### config.mk
export PLATFORM = sky130hd
export DESIGN_NAME = usb_hub_port_service_fsm
export DESIGN_NICKNAME = d
export VERILOG_FILES = /design/src/hw/rtl/usbhps_pkg.sv /design/src/hw/rtl/usb_hub_port_service_fsm.sv
export VERILOG_INCLUDE_DIRS = /design/src /design/src/hw/rtl
export SDC_FILE = /design/constraint.sdc
export NUM_CORES = 1
export LEC_CHECK = 0
export ABC_AREA = 0
export BUFFER_PORTS_ARGS = -buffer_cell sky130_fd_sc_hd__buf_2
export CAP_MARGIN = 10
export CORE_UTILIZATION = 53
export DETAILED_ROUTE_END_ITERATION = 8
export PLACE_DENSITY = 0.78
export SKIP_LAST_GASP = 1
export SYNTH_ARGS = -nofsm -noshare
export SYNTH_HDL_FRONTEND = slang
export SYNTH_SLANG_ARGS = --single-unit
### constraint.sdc
create_clock -name clk_i -period 3.7 [get_ports clk_i]
set_input_delay 0.74 -clock clk_i [delete_from_list [all_inputs] [get_ports clk_i]]
set_output_delay 0.74 -clock clk_i [all_outputs]
set_load 0.005 [all_outputs]
### src/hw/rtl/usb_hub_port_service_fsm_defines.svh
// Assertion macros for the USB hub port service sequencer.
// Include from within a module that has clk_i and rst_ni.
`ifndef USB_HUB_PORT_SERVICE_FSM_DEFINES_SVH
`define USB_HUB_PORT_SERVICE_FSM_DEFINES_SVH

// Check on every rising edge once reset is released.
`define USBHPS_ASSERT(lbl, prop) \
  lbl: assert property (@(posedge clk_i) disable iff (!rst_ni) (prop)) \
    else $error("usbhps: property violated");

// Check on every rising edge, reset included.
`define USBHPS_ASSERT_ALWAYS(lbl, prop) \
  lbl: assert property (@(posedge clk_i) (prop)) \
    else $error("usbhps: property violated");

`endif

### src/hw/rtl/usbhps_pkg.sv
// Types and codes for the USB hub port service sequencer.
// No dependencies; imported by usb_hub_port_service_fsm.
package usbhps_pkg;

  typedef enum logic [1:0] {
    CMD_SETUP   = 2'd0,
    CMD_SERVICE = 2'd1,
    CMD_TICK    = 2'd2,
    CMD_RSVD    = 2'd3
  } cmd_e;

  typedef enum logic [1:0] {
    RR_OK    = 2'd0,
    RR_BUSY  = 2'd1,
    RR_FAIL  = 2'd2,
    RR_UNSUP = 2'd3
  } req_result_e;

  typedef enum logic [1:0] {
    TS_PENDING = 2'd0,
    TS_DONE    = 2'd1,
    TS_STALLED = 2'd2,
    TS_RSVD    = 2'd3
  } xfer_state_e;

  typedef enum logic [3:0] {
    ACT_NONE       = 4'd0,
    ACT_GET_DESC   = 4'd1,
    ACT_PORT_POWER = 4'd2,
    ACT_POWER_WAIT = 4'd3,
    ACT_SETUP_DONE = 4'd4,
    ACT_IN_POLL    = 4'd5,
    ACT_CLR_HALT   = 4'd6,
    ACT_GET_STATUS = 4'd7,
    ACT_CLR_SUSP   = 4'd8,
    ACT_CLR_OC     = 4'd9,
    ACT_CLR_CONN   = 4'd10,
    ACT_CLR_RESET  = 4'd11,
    ACT_PORT_RESET = 4'd12,
    ACT_ATTACH     = 4'd13,
    ACT_DETACH     = 4'd14,
    ACT_SETTLE     = 4'd15
  } action_e;

  typedef enum logic [1:0] {
    SU_BUSY   = 2'd0,
    SU_OK     = 2'd1,
    SU_FAILED = 2'd2,
    SU_RSVD   = 2'd3
  } setup_status_e;

  // Port status bits
  localparam int unsigned PS_CONNECT   = 0;
  localparam int unsigned PS_ENABLE    = 1;
  localparam int unsigned PS_RESET     = 4;
  localparam int unsigned PS_POWER     = 8;
  localparam int unsigned PS_LOW_SPEED = 9;

  // Port change bits
  localparam int unsigned PC_CONNECTION  = 0;
  localparam int unsigned PC_SUSPEND     = 2;
  localparam int unsigned PC_OVER_CURRENT = 3;
  localparam int unsigned PC_RESET       = 4;

  localparam logic [8:0] RESET_DELAY_MS  = 9'd150;
  localparam logic [8:0] SETTLE_DELAY_MS = 9'd10;
  localparam logic [7:0] POLL_INTERVAL_RST = 8'd10;

  typedef struct packed {
    logic [1:0]  cmd;
    logic [31:0] frame_count;
    logic [1:0]  request_result;
    logic [1:0]  transfer_state;
    logic [7:0]  change_bitmap;
    logic [15:0] port_status_word;
    logic [15:0] port_change_word;
    logic [2:0]  desc_port_count;
    logic [7:0]  desc_power_good;
  } req_t;

  typedef struct packed {
    logic [3:0] action;
    logic [2:0] port_number;
    logic       low_speed;
    logic [8:0] delay_ms;
    logic [1:0] setup_status;
  } rsp_t;

endpackage

### src/hw/rtl/usb_hub_port_service_fsm.sv
// USB hub port service sequencer, top level.
// Depends on usbhps_pkg and usb_hub_port_service_fsm_defines.svh.
//
// Usage: each request on the input channel (in_valid_i/in_stall_o, in_req_i)
// is a setup step, a service step or a frame tick. Every request yields
// exactly one response on the output channel (out_valid_o/out_stall_i,
// out_rsp_o) naming the action the host performs next, the port it addresses,
// the low-speed flag on attach, the wait to apply and the setup status.
// A request is held in the input register; its decision is made from
// that register and the sequencer state and lands in the response register.
// One request per cycle is sustained while the receiver does not stall.
// When the receiver stalls, the response register holds and the input
// register can still take one request; in_stall_o rises only when both are
// full and the output is stalled.
// Reset (rst_ni low, asynchronous) returns the sequencer to descriptor fetch,
// service idle, and poll_interval to 10 frames. cfg_we_i/cfg_wdata_i write
// poll_interval; write it only while no request is in flight.
`include "usb_hub_port_service_fsm_defines.svh"

module usb_hub_port_service_fsm import usbhps_pkg::*; #(
  parameter int unsigned MAX_PORTS = 7
) (
  input  logic       clk_i,
  input  logic       rst_ni,
  input  logic       in_valid_i,
  output logic       in_stall_o,
  input  req_t       in_req_i,
  output logic       out_valid_o,
  input  logic       out_stall_i,
  output rsp_t       out_rsp_o,
  input  logic       cfg_we_i,
  input  logic [7:0] cfg_wdata_i
);

  // Ports above 7 cannot be addressed by the 3-bit port field.
  localparam int unsigned PortLimit = (MAX_PORTS > 7) ? 7 : MAX_PORTS;
  localparam logic [2:0] PortLimitW = 3'(PortLimit);

  typedef enum logic [1:0] {
    ST_DESC,
    ST_POWER,
    ST_WAIT,
    ST_DONE
  } setup_state_e;

  typedef enum logic [3:0] {
    SV_IDLE,
    SV_SYNC,
    SV_GET,
    SV_POLL,
    SV_LOOP,
    SV_STATUS,
    SV_COC,
    SV_CSUSP,
    SV_CCONN,
    SV_CRESET,
    SV_RESET,
    SV_ATTACH,
    SV_DETACH,
    SV_SETTLE
  } service_state_e;

  setup_state_e   setup_q, setup_d;
  service_state_e service_q, service_d;
  logic [2:0]  active_port_q, active_port_d;
  logic [7:0]  pending_q, pending_d;
  logic [31:0] poll_start_q, poll_start_d;
  logic        data_seen_q, data_seen_d;
  logic [2:0]  port_count_q, port_count_d;
  logic [7:0]  power_good_q, power_good_d;
  logic        held_ls_q, held_ls_d;
  logic [7:0]  poll_interval_q;

  logic in_valid_q;
  req_t in_q;
  logic out_valid_q;
  rsp_t out_q;
  rsp_t rsp_d;

  logic advance;
  logic in_load;
  logic [2:0] lowest;
  logic [2:0] clamped_count;
  logic [31:0] elapsed;

  assign advance    = in_valid_q & (~out_valid_q | ~out_stall_i);
  assign in_stall_o = in_valid_q & out_valid_q & out_stall_i;
  assign in_load    = in_valid_i & ~in_stall_o;

  assign out_valid_o = out_valid_q;
  assign out_rsp_o   = out_q;

  // Lowest changed port in the pending map; port 0 is the hub itself.
  always_comb begin
    lowest = 3'd0;
    for (int p = 7; p >= 1; p--) begin
      if (pending_q[p] && (p <= PortLimit)) begin
        lowest = 3'(p);
      end
    end
  end

  assign clamped_count = (in_q.desc_port_count > PortLimitW) ? PortLimitW
                                                            : in_q.desc_port_count;
  assign elapsed = in_q.frame_count - poll_start_q;

  always_comb begin
    setup_d       = setup_q;
    service_d     = service_q;
    active_port_d = active_port_q;
    pending_d     = pending_q;
    poll_start_d  = poll_start_q;
    data_seen_d   = data_seen_q;
    port_count_d  = port_count_q;
    power_good_d  = power_good_q;
    held_ls_d     = held_ls_q;
    rsp_d         = '0;
    rsp_d.action  = ACT_NONE;

    if (in_q.cmd == CMD_SETUP) begin
      unique case (setup_q)
        ST_DESC: begin
          rsp_d.action = ACT_GET_DESC;
          if (in_q.request_result == RR_OK) begin
            port_count_d  = clamped_count;
            power_good_d  = in_q.desc_power_good;
            active_port_d = 3'd1;
            setup_d       = (clamped_count == 3'd0) ? ST_WAIT : ST_POWER;
          end else if (in_q.request_result == RR_UNSUP) begin
            rsp_d.setup_status = SU_FAILED;
          end
        end
        ST_POWER: begin
          rsp_d.action      = ACT_PORT_POWER;
          rsp_d.port_number = active_port_q;
          if (in_q.request_result == RR_OK) begin
            if (active_port_q >= port_count_q) begin
              setup_d = ST_WAIT;
            end else begin
              active_port_d = active_port_q + 3'd1;
            end
          end else if (in_q.request_result == RR_FAIL ||
                       in_q.request_result == RR_UNSUP) begin
            rsp_d.setup_status = SU_FAILED;
          end
        end
        ST_WAIT: begin
          rsp_d.action   = ACT_POWER_WAIT;
          rsp_d.delay_ms = {power_good_q, 1'b0};
          setup_d        = ST_DONE;
        end
        ST_DONE: begin
          rsp_d.action       = ACT_SETUP_DONE;
          rsp_d.setup_status = SU_OK;
        end
      endcase
    end else if (setup_q == ST_DONE && in_q.cmd == CMD_SERVICE) begin
      unique case (service_q)
        SV_IDLE: begin
          active_port_d = 3'd0;
          service_d     = SV_SYNC;
        end
        SV_SYNC: begin
          if (in_q.frame_count[0]) begin
            service_d = SV_GET;
          end
        end
        SV_GET: begin
          rsp_d.action = ACT_IN_POLL;
          service_d    = SV_POLL;
          poll_start_d = in_q.frame_count;
          data_seen_d  = 1'b0;
        end
        SV_POLL: begin
          if (in_q.transfer_state == TS_DONE) begin
            // Drop a second completion within the same poll.
            if (!data_seen_q) begin
              data_seen_d = 1'b1;
              pending_d   = in_q.change_bitmap;
              service_d   = (in_q.change_bitmap != 8'd0) ? SV_LOOP : SV_GET;
            end
          end else if (in_q.transfer_state == TS_STALLED) begin
            rsp_d.action = ACT_CLR_HALT;
            if (in_q.request_result == RR_OK) begin
              service_d = SV_GET;
            end
          end
        end
        SV_LOOP: begin
          if (lowest != 3'd0) begin
            pending_d     = pending_q & ~(8'd1 << lowest);
            active_port_d = lowest;
            service_d     = SV_STATUS;
          end else begin
            service_d = SV_IDLE;
          end
        end
        SV_STATUS: begin
          rsp_d.action      = ACT_GET_STATUS;
          rsp_d.port_number = active_port_q;
          // Failed read or unpowered port: repeat the status read.
          if (in_q.request_result == RR_OK && in_q.port_status_word[PS_POWER]) begin
            held_ls_d = in_q.port_status_word[PS_LOW_SPEED];
            if (in_q.port_change_word[PC_OVER_CURRENT]) begin
              service_d = SV_COC;
            end else if (in_q.port_change_word[PC_SUSPEND]) begin
              service_d = SV_CSUSP;
            end else if (in_q.port_change_word[PC_CONNECTION]) begin
              service_d = SV_CCONN;
            end else if (in_q.port_status_word[PS_CONNECT]) begin
              if (in_q.port_status_word[PS_RESET]) begin
                service_d = SV_STATUS;
              end else if (in_q.port_change_word[PC_RESET]) begin
                service_d = SV_CRESET;
              end else if (in_q.port_status_word[PS_ENABLE]) begin
                service_d = SV_ATTACH;
              end else begin
                service_d = SV_RESET;
              end
            end else begin
              service_d = SV_DETACH;
            end
          end
        end
        SV_COC, SV_CSUSP, SV_CCONN, SV_CRESET: begin
          case (service_q)
            SV_CSUSP: rsp_d.action = ACT_CLR_SUSP;
            SV_COC:   rsp_d.action = ACT_CLR_OC;
            SV_CCONN: rsp_d.action = ACT_CLR_CONN;
            default:  rsp_d.action = ACT_CLR_RESET;
          endcase
          rsp_d.port_number = active_port_q;
          if (in_q.request_result == RR_OK) begin
            service_d = SV_STATUS;
          end
        end
        SV_RESET: begin
          rsp_d.action      = ACT_PORT_RESET;
          rsp_d.port_number = active_port_q;
          if (in_q.request_result == RR_OK) begin
            rsp_d.delay_ms = RESET_DELAY_MS;
            service_d      = SV_STATUS;
          end
        end
        SV_ATTACH: begin
          rsp_d.action      = ACT_ATTACH;
          rsp_d.port_number = active_port_q;
          rsp_d.low_speed   = held_ls_q;
          service_d         = SV_SETTLE;
        end
        SV_DETACH: begin
          rsp_d.action      = ACT_DETACH;
          rsp_d.port_number = active_port_q;
          service_d         = SV_SETTLE;
        end
        default: begin
          rsp_d.action   = ACT_SETTLE;
          rsp_d.delay_ms = SETTLE_DELAY_MS;
          service_d      = SV_LOOP;
        end
      endcase
    end else if (setup_q == ST_DONE && in_q.cmd == CMD_TICK &&
                 service_q == SV_POLL) begin
      // Restart the poll once the interval has elapsed.
      if (elapsed >= {24'd0, poll_interval_q}) begin
        service_d = SV_GET;
      end
    end
  end

  always_ff @(posedge clk_i or negedge rst_ni) begin
    if (!rst_ni) begin
      setup_q         <= ST_DESC;
      service_q       <= SV_IDLE;
      active_port_q   <= 3'd0;
      pending_q       <= 8'd0;
      poll_start_q    <= 32'd0;
      data_seen_q     <= 1'b0;
      port_count_q    <= 3'd0;
      power_good_q    <= 8'd0;
      held_ls_q       <= 1'b0;
      poll_interval_q <= POLL_INTERVAL_RST;
      in_valid_q      <= 1'b0;
      in_q            <= '0;
      out_valid_q     <= 1'b0;
      out_q           <= '0;
    end else begin
      if (cfg_we_i) begin
        poll_interval_q <= cfg_wdata_i;
      end
      if (in_load) begin
        in_q <= in_req_i;
      end
      in_valid_q <= in_load | (in_valid_q & ~advance);
      if (advance) begin
        setup_q       <= setup_d;
        service_q     <= service_d;
        active_port_q <= active_port_d;
        pending_q     <= pending_d;
        poll_start_q  <= poll_start_d;
        data_seen_q   <= data_seen_d;
        port_count_q  <= port_count_d;
        power_good_q  <= power_good_d;
        held_ls_q     <= held_ls_d;
        out_q         <= rsp_d;
        out_valid_q   <= 1'b1;
      end else if (!out_stall_i) begin
        out_valid_q <= 1'b0;
      end
    end
  end

  `USBHPS_ASSERT(a_ls_only_attach,
    out_valid_q && out_q.low_speed |-> out_q.action == ACT_ATTACH)
  `USBHPS_ASSERT(a_delay_actions,
    out_valid_q && out_q.delay_ms != 9'd0 |->
      out_q.action == ACT_POWER_WAIT || out_q.action == ACT_PORT_RESET ||
      out_q.action == ACT_SETTLE)
  `USBHPS_ASSERT(a_status_setup_only,
    out_valid_q && out_q.setup_status != SU_BUSY |->
      out_q.action == ACT_GET_DESC || out_q.action == ACT_PORT_POWER ||
      out_q.action == ACT_SETUP_DONE)
  `USBHPS_ASSERT_ALWAYS(a_service_waits_setup,
    setup_q != ST_DONE |-> service_q == SV_IDLE)
  `USBHPS_ASSERT(a_stall_needs_full,
    in_stall_o |-> out_valid_q && in_valid_q)
  `USBHPS_ASSERT(a_port_in_range, active_port_q <= PortLimitW)

endmodule

==> results of run 1 <==
[Yosys cell counts (all sizes together) (4+ instances only)]
| cell | number |
|---|---|
| o31ai | 8 |
| o21a | 8 |
| and3 | 4 |
| nand2 | 84 |
| nand4 | 13 |
| a31oi | 8 |
| a21oi | 56 |
| o211ai | 7 |
| o221ai | 5 |
| a2111oi | 6 |
| clkbuf | 32 |
| nor2b | 10 |
| o21ai | 61 |
| nor3 | 23 |
| xor2 | 5 |
| inv | 58 |
| mux2 | 111 |
| ha | 48 |
| nor3b | 4 |
| nor2 | 64 |
| nor4 | 12 |
| nand3 | 18 |
| a22o | 9 |
| a21o | 7 |
| nand2b | 18 |
| or3 | 7 |
| dfrtp | 153 |
| or2 | 5 |
| buf | 9 |
| xnor2 | 10 |
| o31a | 4 |
[layout make-up]
class / instances / area [um2]
clock buffers: 17 / 425
clock inverters: 15 / 190
fillers: 1335 / 5920
inverters: 58 / 218
multi-input cells: 658 / 4820
flip-flops and latches: 155 / 3880
well taps: 220 / 275
repair buffers: 141 / 852
[worst max-delay path: cells and delay by family (launching register included)]
family                   cells  cell delay, ps
multiplexers                 1             310
AND/OR/NAND/NOR              9            1500
flip-flops                   1             380
XOR/XNOR                     1             120
AO/OA/AOI/OAI                4             700
adder cells (fa/ha/maj)      3             730
[through the flow]
| stage | cell area, um2 | TNS, ps | setup WS (ps) | util, % |
|---|---|---|---|---|
| 3_5_place_dp | 9860 | -695 | -221 | 59.4 |
| 2_1_floorplan | 8980 | 0 | 74.1 | - |
| 4_1_cts | 10600 | -44.0 | -44.0 | 63.8 |
| 5_1_grt | 10700 | -1280 | -351 | 64.3 |
| 6_report | 10700 | -514 | -172 | 64.3 |
| 3_3_place_gp | 9860 | -393 | -147 | 59.4 |
[sequential cells by signal, summed over array words and instances, names as in the netlist]
register,count
poll_start_q,32
in_valid_q,1
active_port_q,3
out_rsp_o,18
power_good_q,8
held_ls_q,1
out_valid_o,1
pending_q,7
poll_interval_q,8
in_q,66
data_seen_q,1
port_count_q,3
service_q,4
setup_q,2
[power by group]
group          switching [uW]  total, uW  internal [uW]  leakage (uW)
sequential                277       2310           2030       0.00195
clock                     823       1740            920      0.000296
combinational            1810       3360           1550       0.00257
total                    2910       7410           4500       0.00482
[logic make-up after synthesis]
| family | synth area share (%) |
|---|---|
| and+or+nand+nor | 14.6 |
| xor gates and xnor gates | 1.46 |
| muxes | 14.3 |
| DFF | 43.2 |
| other | 0.0418 |
| AOI/OAI and AO/OA | 15.2 |
| adders and majority gates | 6.91 |
| buffers and inverters | 4.29 |
[layer usage]
layer	track usage [%]	routed length, um	vias to the layer above
met2	41.6	10300	200
li1	-	-	3514
met1	28.8	8440	3514
met4	9.24	420	0
met5	0	0	-
met3	4.11	792	35
[path summary, 6_finish.rpt]
kind,start,endpoint,slack [ps],cells after the start
max,poll_start_q[0],service_q[1],-170,18
min in group clk_i,out_rsp_o[4],out_rsp_o[4],480,2
max reg2reg,poll_start_q[0],service_q[1],-170,18
min,rst_ni,in_q[67],300,1
min reg2reg,out_rsp_o[4],out_rsp_o[4],480,2
max in group asynchronous,rst_ni,held_ls_q,2550,2
[timing repair]
item / CTS / global route
pin swaps: 0 / 1
resized for setup: 12 / 11
endpoints found under the setup margin: 4 / 4
buffers inserted: 6 / 4
==> flow_metrics.env, run 1 <==
export IMPL_max_stage_delay_ps=380
export IMPL_worstSetupStartpointType="register"
export IMPL_grt_max_degree=68
export IMPL_grt_remaining_overflow=0
export IMPL_final_cell_mix="dfrtp_1, mux2_2, buf_2"
export IMPL_layout_nets=1182
export IMPL_initial_utilization_pct=54.1
export IMPL_dieArea_um2=17500
export IMPL_setup_viol=4
export IMPL_drt_iter0_drc=378
export IMPL_fin_crit_ps=3870
export IMPL_postRouteAntennaNets=0
export IMPL_crit_required_ps=4010
export IMPL_crit_arrival_ps=4180
export IMPL_critPathCaptureType="register"
export IMPL_slowest_stage="dfrtp_1"
export IMPL_final_setup_skew_ps=13.9
export IMPL_dr_pass1_iters=5
export IMPL_gp_congestion=0.910
export IMPL_dp_cells=1222
export IMPL_clkTransAtPathRegs_ps=70
export IMPL_synthTopCellsByArea="dfrtp_1, mux2_2, ha_1, nand2_1, o21ai_0"
export IMPL_p_leak_uw=0.00482
export IMPL_violations="negative setup slack"
export IMPL_vias=7263
export IMPL_ys_warn_count=0
export IMPL_p_per_area_nw_per_um2=695
export IMPL_cts_root_buf="clkbuf_16"
export IMPL_worstMarginPinSlew_ps=820
export IMPL_fp_row_count=47
export IMPL_synth_seq_cells=155
export IMPL_async_flop_share_pct=100
export IMPL_fin_ws_ps=-172
export IMPL_syn2layout_area_growth_pct=18.8
export IMPL_synth_edf_count=0
export IMPL_hold_class="input pin to asynchronous set/reset pin"
export IMPL_wl_per_cell_um=15.8
export IMPL_grt_pass1_vias=7029
export IMPL_layout_cells_non_filler=1264
export IMPL_core_um2=16600
export IMPL_cap_violations=0
export IMPL_syn_nets=1063
export IMPL_synth_cell_types=70
export IMPL_final_hold_viol_count=0
export IMPL_total_power_uw=7410
export IMPL_grt_pass1_wl_mm=33.1
export IMPL_fmax_ghz=0.258
export IMPL_maxSlewViolCount=0
export IMPL_antenna_found_initial=0
export IMPL_yosysSeqAreaShare_pct=43.2
export IMPL_port_buffers=98
export IMPL_slew_headroom_pct=45.1
export IMPL_period_share_pct=105
export IMPL_synth_ff_type="dfrtp_1"
export IMPL_crit_fanout=3
export IMPL_yosysTopAreaCellShare_pct=42.6
export IMPL_cp_cell_sequence="ha_2 > fa_2 > nand2b_4 > a21oi_4 > nor2_2 > xnor2_1 > ha_2 > nand2_1 > o21ai_1 > a2111oi_1 > nand4_1 > nor4_2 > o2111ai_1 > nor4_2 > nand4_1 > nor4_4 > nor2_2 > mux2_4"
export IMPL_post_dp_hpwl_mm=13.9
export IMPL_die_x_um=132
export IMPL_worst_hold_slack_ps=300
export IMPL_status="finished with violations"
export IMPL_routed_via_density=5.75
export IMPL_htree_levels=4
export IMPL_final_common_cell="dfrtp_1"
export IMPL_rsz0062_at_grt="true"
export IMPL_worstSkewPairLatency_ps=440
export IMPL_yosysTopAreaCell="dfrtp_1"
export IMPL_cts_sinks=155
export IMPL_grt_usage_pct=23.6
export IMPL_ir_drop_mv=0.408
export IMPL_numCtsBuffers=17
export IMPL_cts_tree="built"
export IMPL_synth_area_um2=8980
export IMPL_drcViolationCount=0
export IMPL_n_antenna_cell=0
export IMPL_crit_type="register to register"
export IMPL_cts_max_path_buffers=2
export IMPL_holdBufCountCts=0
export IMPL_postSynthCellCount=912
export IMPL_ioPinCount=123
export IMPL_syn_area_per_cell_um2=9.84
export IMPL_die_y_um=132
export IMPL_routed_wirelength_mm=20.0
export IMPL_drive_gt1_share_pct=30.6
No activity file was read; power rests on OpenSTA's default activity.
==> inputs of run 2 (changes only) <==
Settings changed: CORE_ASPECT_RATIO set to 1.1.
==> flow_metrics.env, run 2 (same netlist as run 1, synthesis figures left out) <==
export IMPL_cts_sinks=155
export IMPL_reg2reg_depth=18
export IMPL_numCtsBuffers=17
export IMPL_largest_register_ffs=66
export IMPL_worstSkewPairLatency_ps=430
export IMPL_total_power_uw=7540
export IMPL_drt_iter0_drc=414
export IMPL_antenna_found_initial=0
export IMPL_fin_crit_ps=3750
export IMPL_initial_utilization_pct=54.6
export IMPL_crit_required_ps=4020
export IMPL_dr_pass1_iters=7
export IMPL_rsz0062_at_grt="true"
export IMPL_crit_arrival_ps=4070
export IMPL_fillCellCount=1333
export IMPL_core_um2=16400
export IMPL_holdBufCountCts=0
export IMPL_port_buffers=98
export IMPL_place_area_um2=9820
export IMPL_syn2layout_area_growth_pct=18.0
export IMPL_wl_per_cell_um=16.7
export IMPL_grt_max_degree=112
export IMPL_dieArea_um2=17500
export IMPL_final_common_cell="dfrtp_1"
export IMPL_slew_headroom_pct=34.5
export IMPL_final_setup_skew_ps=5.48
export IMPL_ioPinCount=123
export IMPL_hold_class="input pin to asynchronous set/reset pin"
export IMPL_top_register="in_q"
export IMPL_final_cell_mix="dfrtp_1, mux2_2, buf_2"
export IMPL_drive_gt1_share_pct=30.3
export IMPL_p_leak_uw=0.00480
export IMPL_fp_row_count=49
export IMPL_drcViolationCount=0
export IMPL_htree_levels=4
export IMPL_clkTransAtPathRegs_ps=70
export IMPL_period_share_pct=101
export IMPL_r2r_start="poll_start_q[2]"
export IMPL_layout_nets=1173
export IMPL_post_dp_hpwl_mm=14.6
export IMPL_final_hold_viol_count=0
export IMPL_setup_viol=3
export IMPL_cap_violations=0
export IMPL_routed_wirelength_mm=20.7
export IMPL_grt_remaining_overflow=0
export IMPL_r2r_slack_ps=-50
export IMPL_final_area_um2=10600
export IMPL_cts_tree="built"
export IMPL_vias=7303
export IMPL_worstMarginPinSlew_ps=983
export IMPL_grt_pass1_wl_mm=34.2
export IMPL_gp_congestion=0.923
export IMPL_n_antenna_cell=0
export IMPL_postRouteAntennaNets=0
export IMPL_grt_pass1_vias=7231
export IMPL_die_y_um=139
export IMPL_crit_type="register to register"
export IMPL_cts_max_path_buffers=2
export IMPL_violations="negative setup slack"
export IMPL_fin_ws_ps=-54.0
export IMPL_final_core_util_pct=64.5
export IMPL_fin_tns_setup_ps=-89.8
export IMPL_reg2reg_to="service_q[1]"
export IMPL_cts_root_buf="clkbuf_16"
export IMPL_place_ws_ps=-343
export IMPL_die_x_um=126
export IMPL_maxSlewViolCount=0
export IMPL_grt_usage_pct=24.3
export IMPL_fmax_ghz=0.266
export IMPL_critPathCaptureType="register"
export IMPL_ir_drop_mv=0.407
export IMPL_routed_via_density=5.89
export IMPL_p_per_area_nw_per_um2=712
export IMPL_status="finished with violations"
export IMPL_crit_fanout=3
export IMPL_worstSetupStartpointType="register"
==> run 2: worst max-delay path, stage by stage (launching register included) <==
cell	delay (ps)
dfrtp_1	370
inv_1	90
ha_4	210
o211ai_1	250
a21oi_2	70
buf_4	160
nor2b_4	140
xnor2_2	90
ha_1	330
o21a_1	120
o211ai_1	240
a21oi_2	80
nor4_2	260
o2111ai_1	150
nor4_2	250
nand4_1	170
nor4_4	240
nor2_2	90
mux2_4	310
==> run 2: worst max path at each step <==
stage | startpoint | end | slack, ps | depth (start not counted)
final | poll_start_q[2] | service_q[1] | -50 | 18
after global routing | poll_start_q[2] | service_q[1] | -250 | 18
after CTS | in_q[55] | service_q[1] | -330 | 19
after detailed placement | poll_start_q[0] | service_q[1] | -340 | 18
after global placement | poll_start_q[0] | service_q[1] | -180 | 18
after floorplan | in_q[55] | service_q[1] | 70 | 19
==> run 2: metal layers <==
layer  vias up  GRT usage, %  wire [um]
met5         -             0          0
met4         0          9.83        512
met3        49          3.79        860
met2       225          43.4      10700
met1      3526          29.2       8640
li1       3503             -          -
==> run 2: power breakdown <==
| group | internal [uW] | leakage (uW) | switching (uW) |
|---|---|---|---|
| combinational | 1520 | 0.00254 | 1860 |
| clock | 1060 | 0.000310 | 777 |
| sequential | 2030 | 0.00195 | 286 |
==> run 2: final cells by class <==
| cell class | count | area [um2] | area share (%) |
|---|---|---|---|
| Inverter | 58 | 218 | 2.05 |
| Tap cell | 204 | 255 | 2.41 |
| Clock inverter | 13 | 174 | 1.64 |
| Multi-Input combinational cell | 658 | 4840 | 45.7 |
| Timing Repair Buffer | 132 | 777 | 7.33 |
| Sequential cell | 155 | 3880 | 36.6 |
| Clock buffer | 19 | 453 | 4.27 |
==> run 2: through the flow <==
step,instances,hold slack [ps]
floorplan,912,444
global placement,1204,449
detailed placement,1204,469
CTS,1238,484
global route,1239,508
finish,1239,444
==> run 2: timing repair <==
action / in CTS / in global routing
pin swaps: 14 / 21
setup buffers: 2 / 1
resized for setup: 13 / 15
endpoints found under the setup margin: 4 / 4
